### src/cftp_pkg.sv
`timescale 1ns / 1ps
// ----------------------------------------------------------------------------
// cftp_pkg: types and constants of the CAN frame text parser
// Lexer phases, result status codes, channel words and the parser context.
// ----------------------------------------------------------------------------
package cftp_pkg;

    typedef enum logic [3:0] {
        PH_IDLE = 4'd0,
        PH_ZERO = 4'd1,
        PH_HEX0 = 4'd2,
        PH_HEX  = 4'd3,
        PH_OCT  = 4'd4,
        PH_BIN0 = 4'd5,
        PH_BIN  = 4'd6,
        PH_DEC  = 4'd7,
        PH_STOP = 4'd8
    } t_phase;

    typedef enum logic [2:0] {
        ST_OK        = 3'd0,
        ST_NO_ID     = 3'd1,
        ST_ID_BIG    = 3'd2,
        ST_TOO_MANY  = 3'd3,
        ST_BYTE_BIG  = 3'd4
    } t_status;

    localparam logic [31:0] ID_MAX      = 32'h0000_07ff;
    localparam logic [31:0] BYTE_MAX    = 32'h0000_00ff;
    localparam logic [31:0] DEC_LIMIT   = 32'd429496729;
    localparam logic [3:0]  BYTES_MAX   = 4'd8;

    localparam logic [7:0] CH_NUL   = 8'h00;
    localparam logic [7:0] CH_SPACE = 8'h20;
    localparam logic [7:0] CH_0     = 8'h30;
    localparam logic [7:0] CH_1     = 8'h31;
    localparam logic [7:0] CH_5     = 8'h35;
    localparam logic [7:0] CH_7     = 8'h37;
    localparam logic [7:0] CH_9     = 8'h39;
    localparam logic [7:0] CH_UA    = 8'h41;
    localparam logic [7:0] CH_UB    = 8'h42;
    localparam logic [7:0] CH_UF    = 8'h46;
    localparam logic [7:0] CH_UX    = 8'h58;
    localparam logic [7:0] CH_LA    = 8'h61;
    localparam logic [7:0] CH_LB    = 8'h62;
    localparam logic [7:0] CH_LF    = 8'h66;
    localparam logic [7:0] CH_LX    = 8'h78;

    typedef struct packed {
        logic [7:0] ch;
        logic       end_of_line;
    } t_in_word;

    typedef struct packed {
        t_status     status;
        logic [10:0] frame_id;
        logic [3:0]  byte_count;
        logic [63:0] payload;
    } t_out_word;

    typedef struct packed {
        t_phase      phase;
        logic [31:0] acc;
        logic [3:0]  idx;
        logic [10:0] id;
        logic        seen;
        logic [63:0] bytes;
        t_status     status;
    } t_ctx;

    localparam t_ctx CTX_RESET = '{
        phase:  PH_IDLE,
        acc:    32'd0,
        idx:    4'd0,
        id:     11'd0,
        seen:   1'b0,
        bytes:  64'd0,
        status: ST_OK
    };

endpackage

### src/can_frame_text_parser_top.sv
`timescale 1ns / 1ps
// ----------------------------------------------------------------------------
// can_frame_text_parser_top: command line to CAN frame parser
// Lexes one character per word into an 11-bit ID and up to eight data bytes
// and reports the frame with a status when the end-of-line word is taken.
// ----------------------------------------------------------------------------
// The result word is registered and valid in the cycle after its end-of-line word is taken.
// Throughput: one character word per cycle unless stalled; the character path is a
//   single register stage holding the lexer context, the result sits in its own
//   output register so input is taken in the same cycle a waiting result is read.
// Input stalls only while a result is held and the sink is not ready.
// Reset (i_rst_n low, synchronous) clears the lexer context and the result valid flag.
module can_frame_text_parser_top
    import cftp_pkg::*;
(
    input  logic      i_clk,
    input  logic      i_rst_n,
    input  logic      i_in_valid,
    output logic      o_in_ready,
    input  t_in_word  i_in_data,
    output logic      o_out_valid,
    input  logic      i_out_ready,
    output t_out_word o_out_data
);

    t_ctx      r_ctx;
    t_ctx      n_ctx;
    logic      r_out_valid;
    t_out_word r_out_data;
    t_out_word n_out_data;
    logic      w_accept;

    // ------------------------------------------------------------------
    // Context helpers
    // ------------------------------------------------------------------
    function automatic t_ctx f_commit(input t_ctx s, input logic [31:0] n);
        t_ctx r;
        r = s;
        r.phase = PH_IDLE;
        if (!s.seen) begin
            if (n > ID_MAX) begin
                r.status = ST_ID_BIG;
                r.phase  = PH_STOP;
            end else begin
                r.id   = n[10:0];
                r.seen = 1'b1;
            end
        end else if (s.idx >= BYTES_MAX) begin
            r.status = ST_TOO_MANY;
            r.phase  = PH_STOP;
        end else if (n > BYTE_MAX) begin
            r.status = ST_BYTE_BIG;
            r.phase  = PH_STOP;
        end else begin
            for (int k = 0; k < 8; k++) begin
                if (s.idx[2:0] == k[2:0]) begin
                    r.bytes[8*k +: 8] = s.bytes[8*k +: 8] | n[7:0];
                end
            end
            r.idx = s.idx + 4'd1;
        end
        return r;
    endfunction

    function automatic t_ctx f_start(input t_ctx s, input logic [7:0] c);
        t_ctx r;
        r = s;
        if (c > CH_SPACE) begin
            if (c == CH_0) begin
                r.phase = PH_ZERO;
                r.acc   = 32'd0;
            end else if (c >= CH_1 && c <= CH_9) begin
                r.phase = PH_DEC;
                r.acc   = {28'd0, c[3:0]};
            end else if (c == CH_LB || c == CH_UB) begin
                r.phase = PH_BIN0;
                r.acc   = 32'd0;
            end else begin
                r.phase = PH_STOP;
            end
        end
        return r;
    endfunction

    // end the number on c, then let c start the next token
    function automatic t_ctx f_restart(input t_ctx s, input logic [7:0] c,
                                       input logic [31:0] n);
        t_ctx r;
        r = f_commit(s, n);
        if (r.phase == PH_IDLE) begin
            r = f_start(r, c);
        end
        return r;
    endfunction

    // {valid, digit}
    function automatic logic [4:0] f_hex(input logic [7:0] c);
        logic [4:0] r;
        r = 5'd0;
        if (c >= CH_0 && c <= CH_9) begin
            r = {1'b1, c[3:0]};
        end else if ((c >= CH_UA && c <= CH_UF) || (c >= CH_LA && c <= CH_LF)) begin
            r = {1'b1, c[3:0] + 4'd9};
        end
        return r;
    endfunction

    function automatic t_ctx f_finish(input t_ctx s);
        t_ctx r;
        r = s;
        case (s.phase)
            PH_ZERO: r = f_commit(s, 32'd0);
            PH_HEX, PH_OCT, PH_BIN, PH_DEC: r = f_commit(s, s.acc);
            default: r = s;
        endcase
        r.phase = PH_STOP;
        return r;
    endfunction

    function automatic t_ctx f_lex(input t_ctx s, input logic [7:0] c);
        t_ctx        r;
        logic [4:0]  hx;
        logic [31:0] dec_next;
        r        = s;
        hx       = f_hex(c);
        dec_next = (s.acc << 3) + (s.acc << 1) + {28'd0, c[3:0]};
        unique case (s.phase)
            PH_IDLE: r = f_start(s, c);
            PH_ZERO: begin
                if (c == CH_LX || c == CH_UX) begin
                    r.phase = PH_HEX0;
                end else if (c >= CH_0 && c <= CH_7) begin
                    r.phase = PH_OCT;
                    r.acc   = {29'd0, c[2:0]};
                end else begin
                    r = f_restart(s, c, 32'd0);
                end
            end
            PH_HEX0: begin
                if (!hx[4]) begin
                    r.phase = PH_STOP;
                end else begin
                    r.phase = PH_HEX;
                    r.acc   = {28'd0, hx[3:0]};
                end
            end
            PH_HEX: begin
                if (!hx[4]) begin
                    r = f_restart(s, c, s.acc);
                end else if (s.acc[31:28] != 4'd0) begin
                    r.phase = PH_STOP;
                end else begin
                    r.acc = {s.acc[27:0], hx[3:0]};
                end
            end
            PH_OCT: begin
                if (c < CH_0 || c > CH_7) begin
                    r = f_restart(s, c, s.acc);
                end else if (s.acc[31:29] != 3'd0) begin
                    r.phase = PH_STOP;
                end else begin
                    r.acc = {s.acc[28:0], c[2:0]};
                end
            end
            PH_BIN0: begin
                if (c == CH_0 || c == CH_1) begin
                    r.phase = PH_BIN;
                    r.acc   = {31'd0, c[0]};
                end else begin
                    r.phase = PH_STOP;
                end
            end
            PH_BIN: begin
                if (c != CH_0 && c != CH_1) begin
                    r = f_restart(s, c, s.acc);
                end else if (s.acc[31]) begin
                    r.phase = PH_STOP;
                end else begin
                    r.acc = {s.acc[30:0], c[0]};
                end
            end
            PH_DEC: begin
                if (c < CH_0 || c > CH_9) begin
                    r = f_restart(s, c, s.acc);
                end else if (s.acc > DEC_LIMIT || (s.acc == DEC_LIMIT && c > CH_5)) begin
                    r.phase = PH_STOP;
                end else begin
                    r.acc = dec_next;
                end
            end
            default: r.phase = PH_STOP;
        endcase
        return r;
    endfunction

    // ------------------------------------------------------------------
    // Per-character step
    // ------------------------------------------------------------------
    always_comb begin
        t_ctx s;
        t_ctx f;
        s = r_ctx;
        if (s.phase != PH_STOP) begin
            if (i_in_data.ch == CH_NUL) begin
                s = f_finish(s);
            end else begin
                s = f_lex(s, i_in_data.ch);
            end
        end
        f = f_finish(s);

        if (f.status != ST_OK) begin
            n_out_data.status = f.status;
        end else if (!f.seen) begin
            n_out_data.status = ST_NO_ID;
        end else begin
            n_out_data.status = ST_OK;
        end
        n_out_data.frame_id   = f.id;
        n_out_data.byte_count = f.idx;
        n_out_data.payload    = f.bytes;

        // start the next line from reset state
        n_ctx = i_in_data.end_of_line ? CTX_RESET : s;
    end

    assign o_in_ready  = !r_out_valid || i_out_ready;
    assign w_accept    = i_in_valid && o_in_ready;
    assign o_out_valid = r_out_valid;
    assign o_out_data  = r_out_data;

    always_ff @(posedge i_clk) begin
        if (!i_rst_n) begin
            r_ctx       <= CTX_RESET;
            r_out_valid <= 1'b0;
        end else begin
            if (w_accept) begin
                r_ctx <= n_ctx;
            end
            if (w_accept && i_in_data.end_of_line) begin
                r_out_valid <= 1'b1;
            end else if (i_out_ready) begin
                r_out_valid <= 1'b0;
            end
        end
    end

    always_ff @(posedge i_clk) begin
        if (w_accept && i_in_data.end_of_line) begin
            r_out_data <= n_out_data;
        end
    end

    // ------------------------------------------------------------------
    // Assertions
    // ------------------------------------------------------------------
    a_eol_gives_result: assert property (@(posedge i_clk) disable iff (!i_rst_n)
        (w_accept && i_in_data.end_of_line) |=> o_out_valid)
        else $error("no result after end-of-line word");

    a_eol_clears_ctx: assert property (@(posedge i_clk) disable iff (!i_rst_n)
        (w_accept && i_in_data.end_of_line) |=> (r_ctx.phase == PH_IDLE && !r_ctx.seen
            && r_ctx.idx == 4'd0 && r_ctx.bytes == 64'd0))
        else $error("lexer context not cleared after line");

    a_idx_bound: assert property (@(posedge i_clk) disable iff (!i_rst_n)
        r_ctx.idx <= BYTES_MAX)
        else $error("byte index past eight");

    a_bytes_need_id: assert property (@(posedge i_clk) disable iff (!i_rst_n)
        (r_ctx.idx != 4'd0) |-> r_ctx.seen)
        else $error("data byte taken before ID");

    a_ok_has_id: assert property (@(posedge i_clk) disable iff (!i_rst_n)
        (o_out_valid && o_out_data.status == ST_NO_ID) |-> (o_out_data.byte_count == 4'd0))
        else $error("bytes reported without ID");

endmodule

### config.mk
export PLATFORM = sky130hd
export DESIGN_NAME = can_frame_text_parser_top
export DESIGN_NICKNAME = d
export VERILOG_FILES = /design/src/cftp_pkg.sv /design/src/can_frame_text_parser_top.sv
export SDC_FILE = /design/constraint.sdc
export NUM_CORES = 1
export LEC_CHECK = 0
export ABC_AREA = 1
export BUFFER_PORTS_ARGS = -buffer_cell sky130_fd_sc_hd__buf_2
export CORE_ASPECT_RATIO = 1.5
export CORE_MARGIN = 5
export CORE_UTILIZATION = 40
export CTS_BUF_LIST = sky130_fd_sc_hd__clkbuf_4 sky130_fd_sc_hd__clkbuf_8
export DETAILED_ROUTE_END_ITERATION = 6
export GPL_TIMING_DRIVEN = 0
export HOLD_SLACK_MARGIN = 0.06
export PLACE_DENSITY = 0.67
export SKIP_CTS_REPAIR_TIMING = 1
export SLEW_MARGIN = 10
export SYNTH_ARGS = -nofsm -noshare
export SYNTH_HDL_FRONTEND = slang
export SYNTH_SLANG_ARGS = --single-unit
### constraint.sdc
create_clock -name i_clk -period 6.9 [get_ports i_clk]
set_clock_uncertainty 0.2 [all_clocks]
set_input_delay 1.38 -clock i_clk [delete_from_list [all_inputs] [get_ports i_clk]]
set_output_delay 1.38 -clock i_clk [all_outputs]
set_load 0.005 [all_outputs]
==> metrics <==
cell taking the most area after synthesis=nand2_1; Worst slew margin=13.0%; met1 Resource Use GR=33.2%; Via Count=22200; final wirelength=89.4 mm; final worst-path cycle share=90.7%; CTS Buffer Depth=3; most frequent cells in the layout=nand2_1 (797), inv_1 (289), a21oi_1 (274); Max-cap violations=0; largest net degree at the start of global routing=35; first-pass GRT wire length=131 mm; initial antenna violation count=1; port buffer count=95; Post-synth EDFFs=82; Syn Area/Cell=6.34 um2; cells taking the most area after synthesis=nand2_1 (16%), edfxtp_1 (14%), dfxtp_1 (13%); maximum vdd ir drop=195 uV; Fmax=160 MHz; post-DR wirelength/cell=24.7 um; worst endpoint data arrival time=6.42 ns; endpoint type of the worst setup path=register; Die Height=272 um; synthesized instance count=2878; H-tree depth=2; fin crit period=6.26 ns; CTS tree=done; Routed Antenna Nets=0; HP Class=register to register; outcome=completed; clock slew at reported path FFs=0.06 ns; RSZ-0062 raised after global routing=false; DP Wirelength=69.8 mm; Post-Route Utilization=45.1%; syn_nets=2968; Core Area=44900 um2; Skew-Pair Late Insertion Delay=0.60 ns; commonest non-fill, non-tap cell in the layout=nand2_1; slowest CP cell=clkinv_1; Root Driver=clkbuf_8; ys async rst share=0%; met2 Track Usage GR=60.7%; Yosys reg bits=202; Leak=0.00789 uW; global routing's busiest layer=met2; Critical Path Start Type=input port; DIE AREA=50000 um2; CP Class=input port to register; gr usage total=34.3%; NumNets Final=3105; Synth Cell Area=18200 um2; Cells after DPL=3559; final count of negative-setup-slack endpoints=0; most common cell type on the critical path=nand2_1; io pins=97; GP Congestion=1.04; Crit. Startpoint=i_in_data[1]; Num CTS Buffers=35; drt via density=6.13; Non-Filler Instances=3625; CP Buf/Inv Count=7; drt first pass iters=6; Seq/Total Area, Yosys=26.7%; final hold vios=0; min-delay src=r_ctx[10]$_SDFFE_PN0P_; CP required=7.07 ns; initial cell density of the core=40.6%; Synth top area share=16.4%; post-synth cell types=62; met3 Resource Use GR=5.84%; max-slew violations=0; pwr/cell area=132 nW/um2; die width=184 um; worst-margin pin slew=1.30 ns; Detailed Route Iter0 Violations=2286; worst path cell trace=buf_2 > clkinv_1 > ha_1 > nand2_1 > nor2_1 > nand2_1 > nand2_1 > inv_1 > nand2_1 > nand3_2 > clkinv_1 > nor2_4 > buf_2 > clkinv_1 > nand2_1 > nand3_1 > nand3_1 > nand2_1 > inv_1 > ha_1 > nand2_1 > o21ai_0; Most used DFF post-synth=dfxtp_1; clock sink count=202; P&R area growth vs syn=11.0%; GRT overflow=0; CP max stage delay=0.52 ns; vias in the first global route=21600; Crit path max-delay family=buffers and inverters; RR Startpoint=r_ctx[83]$_SDFFE_PN0P_; DRC=0; Site Rows=95; Yosys warning total=0; ratio of cells with drive above 1 in the final layout=9.30%; Critical Path Fanout Max=11
[synthesized netlist by cell type, drive strengths merged (2+ instances only)]
cell	count
o221ai	67
a21o	2
nor3	18
nand3	195
a211oi	11
a22oi	10
nand4	21
a31oi	10
nor3b	2
or2	8
a2111oi	2
a22o	10
o21bai	3
ha	75
o21ai	251
clkbuf	122
o211ai	85
nor4	5
nand2	814
xor2	11
dfxtp	120
a21boi	2
nand3b	5
clkinv	8
edfxtp	82
o32ai	2
inv	304
fa	2
a221o	8
a21oi	276
buf	42
a221oi	3
o2111ai	9
a2bb2oi	14
o22ai	28
nor2	236
xnor2	7
o31ai	3
[stage by stage]
stage                     setup TNS (ns)  setup slack (ns)  total power [uW]  cell area, um2  hold WS, ns
after floorplan                        0             0.909              1420           18200        0.258
after global placement            -60.44            -0.732              1530           19400        0.265
after detailed placement               0             0.171              1530           19500        0.274
after CTS                              0             0.772              2670           20200        0.283
after global routing                   0             0.447              2740           20200        0.302
final                                  0             0.645              2670           20200        0.283
[worst reg2reg max path: stages (launching register included)]
cell and delay (ns):
dfxtp_1 0.35, buf_4 0.19, clkinv_1 0.41, fa_1 0.64
fa_1 0.45, inv_1 0.15, nand3_1 0.08, nand3_1 0.19
nand2_1 0.08, nand3_1 0.18, nand4_1 0.21, nand3_1 0.12
nand3_1 0.19, nand2_1 0.13, nand2_1 0.05, nand2_1 0.05
nand2_1 0.13, nor2_1 0.13, nand3_1 0.12, nor2_4 0.20
nand3_1 0.27, nand2_1 0.14, nand3_1 0.41, buf_2 0.40
a22o_1 0.25
[flip-flops by register name (all words and copies together), names as in the netlist]
register,count
r_ctx,119
o_out_data,82
o_out_valid,1
[area by class of cell]
cell class	count	area [um2]
Clock buffer	49	612
Tap cell	582	728
Multi-Input combinational cell	2200	11500
Sequential cell	202	4860
Clock inverter	15	92.6
Fill cell	4798	24700
Buffer	164	717
Antenna cell	1	2.50
Inverter	312	1170
Timing Repair Buffer	100	563
[cell families (layout without fill, tap and decap cells)]
kind of cell	count (synthesis)	in the layout	synth area share (%)
compound gates	800	800	26.5
xor+xnor	18	18	0.865
fa+ha+maj	77	77	5.37
buf+inv	476	640	10.4
flops	202	202	26.7
other cells	0	1	0
simple gates	1305	1305	30.3
[layer usage]
| layer | wire (um) | part of all wire, % | vias up |
|---|---|---|---|
| li1 | - | - | 10100 |
| met4 | 10200 | 11 | 0 |
| met3 | 5950 | 6.7 | 498 |
| met2 | 43900 | 49 | 1293 |
| met5 | 0 | 0 | - |
| met1 | 29300 | 33 | 10300 |
[final timing paths]
path                                                  to  slack [ns]  depth (start not counted)
worst max-delay path             o_out_data[6]$_DFFE_PP_        0.64                         22
worst min-delay path              r_ctx[10]$_SDFFE_PN0P_        0.28                          2
worst max register to register  o_out_data[78]$_DFFE_PP_        0.90                         24
worst min register to register    r_ctx[10]$_SDFFE_PN0P_        0.28                          2
[where the power goes]
| part | leakage (uW) | total (uW) | switching, uW | internal (uW) |
|---|---|---|---|---|
| logic | 0.00577 | 252 | 191 | 60.4 |
| clock network | 0.000370 | 1150 | 568 | 584 |
| registers | 0.00175 | 1270 | 6.93 | 1260 |
Note: power is estimated with default switching activity, not from simulation.
